**src/design/rifd_pkg.sv**
```systemverilog
package rifd_pkg;

  // Operand layout codes
  typedef enum logic [3:0] {
    F_NONE = 4'd0,
    F_D    = 4'd1,
    F_R    = 4'd2,
    F_RR   = 4'd3,
    F_RRR  = 4'd4,
    F_RPR  = 4'd5,
    F_RM   = 4'd6,
    F_RRD  = 4'd7,
    F_RD   = 4'd8,
    F_RH   = 4'd9,
    F_RRH  = 4'd10,
    F_W    = 4'd11,
    F_RMDP = 4'd12,
    F_RMPD = 4'd13,
    F_MP   = 4'd14,
    F_RMP  = 4'd15
  } op_form_e;

  // Operand handling classes for the minor opcodes of major 0
  typedef enum logic [4:0] {
    MC_INV,
    MC_NONE,
    MC_NONE_COND,
    MC_D15,
    MC_D5_COND,
    MC_D5,
    MC_R_COND,
    MC_RM,
    MC_RRR,
    MC_RR_TEST,
    MC_RR_DA,
    MC_RR_DA_COND,
    MC_RR_AB_CU,
    MC_RR_AB,
    MC_RRD,
    MC_CEL,
    MC_RPR,
    MC_MP,
    MC_RMP
  } minor_cls_e;

  // One decode record
  typedef struct packed {
    logic [2:0] used;
    logic [6:0] mn;
    op_form_e   form;
    logic [3:0] cond;
    logic [1:0] test;
    logic       suf;
    logic [4:0] rd;
    logic [4:0] ra;
    logic [4:0] rb;
    logic [31:0] val;
  } dec_rec_t;

  // Field widths
  localparam int unsigned HalfW  = 16;
  localparam int unsigned WordW  = 30;
  localparam int unsigned AvailW = 3;
  localparam int unsigned AddrW  = 32;

  // Byte counts
  localparam logic [2:0] USED_NONE  = 3'd0;
  localparam logic [2:0] USED_SHORT = 3'd2;
  localparam logic [2:0] USED_LONG  = 3'd4;

  // Defaults of an undecoded record
  localparam logic [3:0] COND_ALWAYS = 4'd15;
  localparam logic [1:0] TEST_NONE   = 2'd3;

  // Major opcodes
  localparam logic [4:0] MAJ_MINOR     = 5'h00;
  localparam logic [4:0] MAJ_IMM       = 5'h01;
  localparam logic [4:0] MAJ_JUMP      = 5'h02;
  localparam logic [4:0] MAJ_LDST_PRE  = 5'h03;
  localparam logic [4:0] MAJ_BRANCH    = 5'h04;
  localparam logic [4:0] MAJ_IMM_SH    = 5'h05;
  localparam logic [4:0] MAJ_LDST_POST = 5'h07;
  localparam logic [4:0] MAJ_RI        = 5'h08;
  localparam logic [4:0] MAJ_RI_C      = 5'h0C;
  localparam logic [4:0] MAJ_RI_D      = 5'h0D;

  // Mnemonic numbers that are bases of groups
  localparam logic [6:0] MN_MFCEL = 7'd34;
  localparam logic [6:0] MN_MTCEL = 7'd37;
  localparam logic [6:0] MN_ADDI  = 7'd61;
  localparam logic [6:0] MN_J     = 7'd66;
  localparam logic [6:0] MN_LW    = 7'd67;
  localparam logic [6:0] MN_B     = 7'd75;
  localparam logic [6:0] MN_ADDIS = 7'd76;
  localparam logic [6:0] MN_ADDRI = 7'd81;

  // Coprocessor move selectors in the rB field
  localparam logic [4:0] CEL_LO   = 5'd1;
  localparam logic [4:0] CEL_HI   = 5'd2;
  localparam logic [4:0] CEL_BOTH = 5'd3;

  // Mnemonic per minor opcode of major 0 (0: invalid or computed apart)
  localparam logic [6:0] MINOR_MN [64] = '{
    7'd1,  7'd2,  7'd3,  7'd4,  7'd5,  7'd6,  7'd7,  7'd8,
    7'd9,  7'd10, 7'd11, 7'd0,  7'd12, 7'd13, 7'd0,  7'd14,
    7'd15, 7'd16, 7'd17, 7'd18, 7'd19, 7'd20, 7'd21, 7'd22,
    7'd23, 7'd0,  7'd24, 7'd25, 7'd26, 7'd27, 7'd28, 7'd29,
    7'd30, 7'd31, 7'd32, 7'd33, 7'd0,  7'd0,  7'd0,  7'd0,
    7'd40, 7'd41, 7'd42, 7'd43, 7'd44, 7'd45, 7'd46, 7'd47,
    7'd48, 7'd49, 7'd0,  7'd50, 7'd51, 7'd52, 7'd0,  7'd53,
    7'd54, 7'd0,  7'd55, 7'd56, 7'd57, 7'd58, 7'd59, 7'd60
  };

  // Operand class per minor opcode of major 0
  localparam minor_cls_e MINOR_CLS [64] = '{
    MC_NONE,     MC_D15,      MC_D5_COND,  MC_D5,
    MC_R_COND,   MC_NONE,     MC_RM,       MC_RM,
    MC_RRR,      MC_RRR,      MC_RRR,      MC_INV,
    MC_RR_TEST,  MC_RR_TEST,  MC_INV,      MC_RR_DA,
    MC_RRR,      MC_RRR,      MC_RRR,      MC_RRR,
    MC_RRD,      MC_RRD,      MC_RRD,      MC_RRD,
    MC_RRR,      MC_INV,      MC_RRR,      MC_RRR,
    MC_RRR,      MC_RRR,      MC_RRR,      MC_RRR,
    MC_RR_AB_CU, MC_RR_AB,    MC_RR_AB,    MC_RR_AB,
    MC_CEL,      MC_CEL,      MC_INV,      MC_INV,
    MC_RPR,      MC_RPR,      MC_NONE_COND, MC_RR_DA_COND,
    MC_RR_DA,    MC_RR_DA,    MC_RR_DA,    MC_RR_DA,
    MC_MP,       MC_RMP,      MC_INV,      MC_RMP,
    MC_RMP,      MC_RMP,      MC_INV,      MC_MP,
    MC_RRD,      MC_INV,      MC_RRD,      MC_RRD,
    MC_RRD,      MC_RRD,      MC_RRD,      MC_RRD
  };

  // Immediate sub-opcode (word bits 19:17) to mnemonic offset
  localparam logic [2:0] IMM_SUB_K [8] = '{
    3'd0, 3'd0, 3'd1, 3'd0, 3'd2, 3'd3, 3'd4, 3'd0
  };
  // Bit set where the sub-opcode is defined
  localparam logic [7:0] IMM_SUB_VLD = 8'b0111_0101;

  // Record of an undecoded item
  localparam dec_rec_t REC_EMPTY = '{
    used: USED_NONE, mn: 7'd0, form: F_NONE, cond: COND_ALWAYS,
    test: TEST_NONE, suf: 1'b0, rd: 5'd0, ra: 5'd0, rb: 5'd0, val: 32'd0
  };

endpackage

```
**src/design/rifd_minor_dec.sv**
```systemverilog
module rifd_minor_dec
  import rifd_pkg::*;
(
  input  logic [WordW-1:0] word_i,
  output dec_rec_t         rec_o
);

  logic       cu;
  logic [4:0] rd_f;
  logic [4:0] ra_f;
  logic [4:0] rb_f;
  logic [5:0] minor;
  logic [6:0] cel_base;

  assign cu       = word_i[0];
  assign rd_f     = word_i[24:20];
  assign ra_f     = word_i[19:15];
  assign rb_f     = word_i[14:10];
  assign minor    = word_i[6:1];
  assign cel_base = minor[0] ? MN_MTCEL : MN_MFCEL;

  // Operand extraction per minor class
  always_comb begin
    rec_o    = REC_EMPTY;
    rec_o.mn = MINOR_MN[minor];
    case (MINOR_CLS[minor])
      MC_NONE: begin
        rec_o.form = F_NONE;
      end
      MC_NONE_COND: begin
        rec_o.form = F_NONE;
        rec_o.cond = rb_f[3:0];
      end
      MC_D15: begin
        rec_o.form = F_D;
        rec_o.val  = {17'd0, word_i[24:10]};
      end
      MC_D5_COND: begin
        rec_o.form = F_D;
        rec_o.val  = {27'd0, ra_f};
        rec_o.cond = rb_f[3:0];
      end
      MC_D5: begin
        rec_o.form = F_D;
        rec_o.val  = {27'd0, ra_f};
      end
      MC_R_COND: begin
        rec_o.form = F_R;
        rec_o.rd   = ra_f;
        rec_o.cond = rb_f[3:0];
        rec_o.suf  = cu;
      end
      MC_RM: begin
        rec_o.form = F_RM;
        rec_o.rd   = rd_f;
        rec_o.ra   = ra_f;
      end
      MC_RRR: begin
        rec_o.form = F_RRR;
        rec_o.rd   = rd_f;
        rec_o.ra   = ra_f;
        rec_o.rb   = rb_f;
        rec_o.suf  = cu;
      end
      MC_RR_TEST: begin
        rec_o.form = F_RR;
        rec_o.rd   = ra_f;
        rec_o.ra   = rb_f;
        rec_o.test = rd_f[1:0];
        rec_o.suf  = cu;
      end
      MC_RR_DA: begin
        rec_o.form = F_RR;
        rec_o.rd   = rd_f;
        rec_o.ra   = ra_f;
        rec_o.suf  = cu;
      end
      MC_RR_DA_COND: begin
        rec_o.form = F_RR;
        rec_o.rd   = rd_f;
        rec_o.ra   = ra_f;
        rec_o.cond = rb_f[3:0];
      end
      MC_RR_AB_CU: begin
        rec_o.form = F_RR;
        rec_o.rd   = ra_f;
        rec_o.ra   = rb_f;
        rec_o.suf  = cu;
      end
      MC_RR_AB: begin
        rec_o.form = F_RR;
        rec_o.rd   = ra_f;
        rec_o.ra   = rb_f;
      end
      MC_RRD: begin
        rec_o.form = F_RRD;
        rec_o.rd   = rd_f;
        rec_o.ra   = ra_f;
        rec_o.rb   = rb_f;
        rec_o.suf  = cu;
      end
      MC_CEL: begin
        // rB selects lo, hi or both; anything else stays invalid
        if (rb_f == CEL_LO || rb_f == CEL_HI) begin
          rec_o.mn   = cel_base + {2'd0, rb_f} - 7'd1;
          rec_o.form = F_R;
          rec_o.rd   = rd_f;
        end else if (rb_f == CEL_BOTH) begin
          rec_o.mn   = cel_base + 7'd2;
          rec_o.form = F_RR;
          rec_o.rd   = rd_f;
          rec_o.ra   = ra_f;
        end else begin
          rec_o.mn = 7'd0;
        end
      end
      MC_RPR: begin
        rec_o.form = F_RPR;
        rec_o.rd   = ra_f;
        rec_o.ra   = rb_f;
      end
      MC_MP: begin
        rec_o.form = F_MP;
        rec_o.ra   = ra_f;
      end
      MC_RMP: begin
        rec_o.form = F_RMP;
        rec_o.rd   = rd_f;
        rec_o.ra   = ra_f;
      end
      default: begin
        rec_o.mn = 7'd0;
      end
    endcase
  end

endmodule

```
**src/design/rifd_major_dec.sv**
```systemverilog
module rifd_major_dec
  import rifd_pkg::*;
(
  input  logic [HalfW-1:0]  first_half_i,
  input  logic [HalfW-1:0]  second_half_i,
  input  logic [AvailW-1:0] bytes_available_i,
  input  logic [AddrW-1:0]  current_pc_i,
  output dec_rec_t          rec_o
);

  logic [WordW-1:0] word;
  logic [4:0]       major;
  logic [4:0]       rd_f;
  logic [4:0]       ra_f;
  logic [2:0]       sub;
  logic [6:0]       imm_base;
  logic [31:0]      br_disp;
  logic [6:0]       ri_off;
  dec_rec_t         minor_rec;

  // 30-bit word: low 15 bits of each halfword, first one low
  assign word     = {second_half_i[14:0], first_half_i[14:0]};
  assign major    = word[29:25];
  assign rd_f     = word[24:20];
  assign ra_f     = word[19:15];
  assign sub      = word[19:17];
  assign imm_base = (major == MAJ_IMM) ? MN_ADDI : MN_ADDIS;
  assign br_disp  = {{12{word[24]}}, word[24:15], word[9:1], 1'b0};
  assign ri_off   = (major == MAJ_RI_C) ? 7'd1 : ((major == MAJ_RI_D) ? 7'd2 : 7'd0);

  rifd_minor_dec u_minor (
    .word_i (word),
    .rec_o  (minor_rec)
  );

  // Length check, then decode of the major opcode
  always_comb begin
    rec_o = REC_EMPTY;
    if (bytes_available_i >= AvailW'(2)) begin
      if (!first_half_i[15]) begin
        rec_o.used = USED_SHORT;
      end else if (bytes_available_i >= AvailW'(4)) begin
        case (major)
          MAJ_MINOR: begin
            rec_o = minor_rec;
          end
          MAJ_IMM, MAJ_IMM_SH: begin
            if (IMM_SUB_VLD[sub]) begin
              rec_o.mn  = imm_base + {4'd0, IMM_SUB_K[sub]};
              rec_o.rd  = rd_f;
              rec_o.suf = word[0];
              if (IMM_SUB_K[sub] < 3'd2) begin
                rec_o.form = F_RD;
                rec_o.val  = {{16{word[16]}}, word[16:1]};
              end else begin
                rec_o.form = F_RH;
                rec_o.val  = {16'd0, word[16:1]};
              end
            end
          end
          MAJ_JUMP: begin
            rec_o.mn   = MN_J;
            rec_o.form = F_W;
            rec_o.val  = {current_pc_i[31:26], 1'b0, word[24:1], 1'b0};
            rec_o.suf  = word[0];
          end
          MAJ_LDST_PRE, MAJ_LDST_POST: begin
            rec_o.mn   = MN_LW + {4'd0, word[2:0]};
            rec_o.form = (major == MAJ_LDST_PRE) ? F_RMDP : F_RMPD;
            rec_o.rd   = rd_f;
            rec_o.ra   = ra_f;
            rec_o.val  = {{20{word[14]}}, word[14:3]};
          end
          MAJ_BRANCH: begin
            rec_o.mn   = MN_B;
            rec_o.form = F_W;
            rec_o.val  = current_pc_i + br_disp;
            rec_o.cond = word[13:10];
            rec_o.suf  = word[0];
          end
          MAJ_RI, MAJ_RI_C, MAJ_RI_D: begin
            rec_o.mn   = MN_ADDRI + ri_off;
            rec_o.form = F_RRH;
            rec_o.rd   = ra_f;
            rec_o.ra   = rd_f;
            rec_o.val  = {{18{word[14]}}, word[14:1]};
            rec_o.suf  = word[0];
          end
          default: begin
            rec_o = REC_EMPTY;
          end
        endcase
        rec_o.used = USED_LONG;
      end
    end
  end

endmodule

```
**src/design/risc_instruction_field_decoder_core.sv**
```systemverilog
// An accepted input transaction goes through the input register, the decode
// logic and the result register before its result is offered on the output.
// Throughput: one transaction per cycle while the output is not stalled, set
// by the single decode pass between the two registers; a stalled output
// still lets one more item in.
// Reset clears both valid flags; data registers are not reset.
module risc_instruction_field_decoder_core
  import rifd_pkg::*;
(
  input  logic        clk_i,
  input  logic        rst_ni,
  input  logic        s_axis_tvalid_i,
  output logic        s_axis_tready_o,
  // [15:0] first_half, [31:16] second_half, [34:32] bytes_available,
  // [66:35] current_pc, [71:67] zero
  input  logic [71:0] s_axis_tdata_i,
  output logic        m_axis_tvalid_o,
  input  logic        m_axis_tready_i,
  // [2:0] consumed_bytes, [9:3] mnemonic, [13:10] operand_form,
  // [17:14] cond_code, [19:18] test_mode, [20] suffix_flag, [25:21] reg_d,
  // [30:26] reg_a, [35:31] reg_b, [67:36] operand_value, [71:68] zero
  output logic [71:0] m_axis_tdata_o
);

  logic              in_vld_q, in_vld_d;
  logic [HalfW-1:0]  first_q;
  logic [HalfW-1:0]  second_q;
  logic [AvailW-1:0] avail_q;
  logic [AddrW-1:0]  pc_q;
  logic              out_vld_q, out_vld_d;
  dec_rec_t          out_q;
  dec_rec_t          dec_rec;
  logic              s_fire;
  logic              m_fire;
  logic              adv_out;

  // Handshake
  assign adv_out         = in_vld_q && (!out_vld_q || m_axis_tready_i);
  assign s_axis_tready_o = !in_vld_q || adv_out;
  assign s_fire          = s_axis_tvalid_i && s_axis_tready_o;
  assign m_fire          = out_vld_q && m_axis_tready_i;

  // Valid flags
  always_comb begin
    in_vld_d = in_vld_q;
    if (s_fire) begin
      in_vld_d = 1'b1;
    end else if (adv_out) begin
      in_vld_d = 1'b0;
    end
    out_vld_d = out_vld_q;
    if (adv_out) begin
      out_vld_d = 1'b1;
    end else if (m_fire) begin
      out_vld_d = 1'b0;
    end
  end

  always_ff @(posedge clk_i or negedge rst_ni) begin
    if (!rst_ni) begin
      in_vld_q  <= 1'b0;
      out_vld_q <= 1'b0;
    end else begin
      in_vld_q  <= in_vld_d;
      out_vld_q <= out_vld_d;
    end
  end

  // Input register
  always_ff @(posedge clk_i) begin
    if (s_fire) begin
      first_q  <= s_axis_tdata_i[15:0];
      second_q <= s_axis_tdata_i[31:16];
      avail_q  <= s_axis_tdata_i[34:32];
      pc_q     <= s_axis_tdata_i[66:35];
    end
  end

  rifd_major_dec u_dec (
    .first_half_i      (first_q),
    .second_half_i     (second_q),
    .bytes_available_i (avail_q),
    .current_pc_i      (pc_q),
    .rec_o             (dec_rec)
  );

  // Result register
  always_ff @(posedge clk_i) begin
    if (adv_out) begin
      out_q <= dec_rec;
    end
  end

  assign m_axis_tvalid_o = out_vld_q;
  assign m_axis_tdata_o  = {4'd0, out_q.val, out_q.rb, out_q.ra, out_q.rd, out_q.suf,
                            out_q.test, out_q.cond, out_q.form, out_q.mn, out_q.used};

`ifndef ASSERT_OFF
  a_in_load: assert property (@(posedge clk_i) disable iff (!rst_ni)
    s_fire |=> in_vld_q)
    else $error("accepted item not held in input register");

  a_out_load: assert property (@(posedge clk_i) disable iff (!rst_ni)
    adv_out |=> out_vld_q)
    else $error("decoded item not held in result register");

  a_no_overrun: assert property (@(posedge clk_i) disable iff (!rst_ni)
    (in_vld_q && out_vld_q && !m_axis_tready_i) |-> !s_axis_tready_o)
    else $error("input accepted while both stages are full and stalled");

  a_undecoded: assert property (@(posedge clk_i) disable iff (!rst_ni)
    (out_vld_q && out_q.used != USED_LONG) |-> (out_q.mn == 7'd0 && out_q.form == F_NONE))
    else $error("short or truncated item carries a decode");

  a_invalid_empty: assert property (@(posedge clk_i) disable iff (!rst_ni)
    (out_vld_q && out_q.mn == 7'd0) |-> (out_q.val == 32'd0 && out_q.rd == 5'd0))
    else $error("invalid item carries operands");
`endif

endmodule

```
**config.mk**
```make
export PLATFORM = sky130hd
export DESIGN_NAME = risc_instruction_field_decoder_core
export DESIGN_NICKNAME = d
export VERILOG_FILES = /design/src/design/rifd_pkg.sv /design/src/design/rifd_minor_dec.sv /design/src/design/rifd_major_dec.sv /design/src/design/risc_instruction_field_decoder_core.sv
export SDC_FILE = /design/constraint.sdc
export NUM_CORES = 1
export LEC_CHECK = 0
export ABC_AREA = 1
export BUFFER_PORTS_ARGS = -buffer_cell sky130_fd_sc_hd__buf_2
export CORE_MARGIN = 5
export CORE_UTILIZATION = 45
export DETAILED_ROUTE_END_ITERATION = 8
export PLACE_DENSITY = 0.68
export SLEW_MARGIN = 30
export SYNTH_ARGS = -nofsm -noshare
export SYNTH_HDL_FRONTEND = slang
export SYNTH_SLANG_ARGS = --single-unit
```
**constraint.sdc**
```tcl
create_clock -name clk_i -period 10.8 [get_ports clk_i]
set_input_delay 0 -clock clk_i [delete_from_list [all_inputs] [get_ports clk_i]]
set_output_delay 0 -clock clk_i [all_outputs]
set_load 0.03 [all_outputs]
```
==> results.ini <==
[outcome]
status=finished, final reports clean

[route]
vias_per_cell=5.46
vias=8701
wl_per_cell_um=18.5
dr.pass1.iters=6
drc=0
first_iter_violations=854
drtAntennaViolNets=0
wl_um=29400

[critical_path]
endpoint_kind=register
required_ns=11.02
cpMostUsedCell=nand2_1
critPathKind=reg -> reg
worst-path-max-fanout=12
crit_path_cell_trace=inv_1 -> ha_1 -> nand2_1 -> nand2_1 -> nand2_1 -> nand2_1 -> nor2_4 -> nor2_8 -> nor2_1 -> nand3_1 -> nand2_1 -> inv_1 -> nand2_1 -> nor2_2 -> nand2_4 -> nand2_1 -> nand2_1 -> nand2_1 -> a21oi_1
r2r-start=first_q[2]$_DFFE_PP_
worst-path-buf-inv=2
arrival_ns=3.57
critPathSlowestCell=edfxtp_1
r2r_cells=19
cp.depth=19
max_stage_delay_ns=0.74
r2r_slack_ns=7.44
reg2reg_to=m_axis_tdata_o[4]$_SDFFCE_PN0P_
start_kind=register
crit_family=simple AND/OR/NAND/NOR gates

[timing]
setup_violations=0
tns_ns=0
fmax_mhz=298
tightest_slew_ns=0.927
fin_skew_ns=0.0120
hold_violations=0
period_share=0.311
layout_min_cycle_time_ns=3.36
rsz0062_at_grt=no
slew_violations=0
relSlewSlack=0.382

[finish]
drive_above_1_share=0.187
diodes=0
area_growth_pct=22.8
nets=1438

[power_and_ir_drop]
power_leakage_nw=4.93
power_mw=1.66
ir_drop_v=0.000114
power_density_mw_per_mm2=146

[synth]
synth_compound_area_frac=0.164
ys_seq_area_frac=0.434
synth-seq-cells=135
synthXorXnorAreaFrac=0.00472
synthSimpleGateAreaFrac=0.248
synth_edf_count=132
synth_top_family_by_area=simple AND/OR/NAND/NOR gates
synth_fa_ha_area_frac=0.0703
async_reset_ff_frac=0.0148
netlist_area_sq_mm=0.00929
synth_area_per_cell_sq_um=8.31
yosysUniqueCellTypes=58
dominantRegCellSynth=edfxtp_1
yosysWarnings=0
synth_mux_area_frac=0
synthCells=1117

[grt]
grt_pass1_vias=8176
grt_pass1_wl_um=46100
grt_overflow_total=0
met3_usage=0.0475
gr-usage-all-layers=0.247
grt_max_degree=68
gr-usage-met1=0.364
busiest_layer=met2
grt_antenna_before_repair=0
grt_use_met2=0.379

[job]
maxCapViolCount=0

[placed_design]
gp_congestion=0.974
portBuffers=137
hpwlAfterDp_um=20900

[clock_network]
clk_latency_ns=0.43
cts_buffers=17
htreeDepth=4
clk_pin_slew_ns=0.07
cts_root_buffer=clkbuf_16
tritoncts=done
postCtsResizedCells=0
cts_setup_buffers=0
clockBufferDepth=2
cts_hold_buf=70
clkSinkCount=135

[floorplanning]
core-area_sq_mm=0.0203
initial_core_util=0.457
die_w_um=154
die-area_sq_mm=0.0236
rows=52
die_h_um=154
ioPinCount=150

[min_path]
hp-start=s_axis_tdata_i[23]
hold_path_depth=2
hp-class=in -> reg
worstHoldEndpoint=second_q[7]$_DFFE_PP_

-- worst max-delay path by stage --
stage                                start                               end  slack, ns
4_1_cts               first_q[2]$_DFFE_PP_   m_axis_tdata_o[4]$_SDFFCE_PN0P_       7.53
6_report              first_q[2]$_DFFE_PP_   m_axis_tdata_o[4]$_SDFFCE_PN0P_       7.44
2_1_floorplan  m_axis_tvalid_o$_DFFE_PN0P_  m_axis_tdata_o[10]$_SDFFCE_PN0P_       6.45
5_1_grt               first_q[2]$_DFFE_PP_   m_axis_tdata_o[3]$_SDFFCE_PN0P_       7.24
3_3_place_gp          first_q[2]$_DFFE_PP_   m_axis_tdata_o[4]$_SDFFCE_PN0P_       7.54
3_5_place_dp          first_q[2]$_DFFE_PP_   m_axis_tdata_o[4]$_SDFFCE_PN0P_       7.55
-- where the power goes --
part | internal, mW | switching (mW) | total, mW
logic | 0.137 | 0.288 | 0.425
registers | 0.628 | 0.0386 | 0.667
clock network | 0.322 | 0.251 | 0.572
total | 1.09 | 0.577 | 1.66
-- cell usage in the layout, fill, tap and decap left out, types with 16 or more instances in the layout --
cell,n
clkbuf_16,17
nand2_1,255
nand3_1,74
ha_1,49
nor2_1,81
a31oi_1,20
buf_2,137
edfxtp_1,132
dlygate4sd3_1,70
a21oi_1,100
o21ai_0,57
nor3_1,16
inv_1,112
-- registers in the layout (all words and copies together), names as in the netlist, named ones only --
signal,count
in_vld_q,1
m_axis_tdata_o,67
second_q,15
avail_q,2
first_q,16
m_axis_tvalid_o,1
pc_q,32
-- cell type report --
| type | count | area (sq um) |
|---|---|---|
| fillers | 1863 | 8890 |
| multi-input cells | 816 | 4550 |
| flip-flops and latches | 135 | 4030 |
| repair buffers | 213 | 1430 |
| inverters | 128 | 483 |
| clock buffers | 17 | 425 |
| well taps | 270 | 338 |
| clock inverters | 14 | 139 |
-- metal layers --
metal	part of all wire	routed length [um]	vias up
li1	-	-	4265
met1	0.45	13200	3984
met2	0.45	13200	416
met3	0.087	2550	36
met4	0.016	468	0
met5	0	0	-
-- stage by stage --
| stage | hold slack [ns] | cell area [sq um] | setup WS [ns] | instances | util |
|---|---|---|---|---|---|
| 6_report | 0.277 | 11400 | 7.44 | 1593 | 0.562 |
| 5_1_grt | 0.265 | 11400 | 7.24 | 1593 | 0.562 |
| 4_1_cts | 0.262 | 11400 | 7.53 | 1593 | 0.562 |
| 3_5_place_dp | -0.211 | 10100 | 7.55 | 1492 | 0.500 |
| 3_3_place_gp | -0.212 | 10100 | 7.54 | 1492 | 0.500 |
| 2_1_floorplan | -0.296 | 9300 | 6.45 | 1121 | - |
-- cell families (layout without fill, tap and decap cells) --
logic type / Yosys count / in the layout
AOI/OAI and AO/OA: 258 / 258
xor gates and xnor gates: 5 / 5
adders and majority gates: 51 / 51
buffers and inverters: 170 / 372
DFF: 135 / 135
other: 1 / 5
and+or+nand+nor: 497 / 497
-- synth_stat cells (8+ instances only) --
library cell / count / area, sq um
nor2_1: 81 / 304
nand4_1: 9 / 56.3
nand3_1: 74 / 370
a21oi_2: 8 / 70.1
o21ai_0: 57 / 285
buf_2: 18 / 90.1
edfxtp_1: 132 / 3960
a21oi_1: 101 / 505
o22ai_1: 12 / 75.1
nand3b_1: 8 / 60.1
a22oi_1: 10 / 75.1
nor3_1: 17 / 85.1
inv_1: 113 / 424
ha_1: 49 / 613
a31oi_1: 20 / 125
buf_4: 8 / 60.1
nor2_2: 13 / 81.3
clkbuf_1: 11 / 41.3
inv_2: 13 / 48.8
nand2_1: 255 / 957
Power figures use the tool's default switching activity.
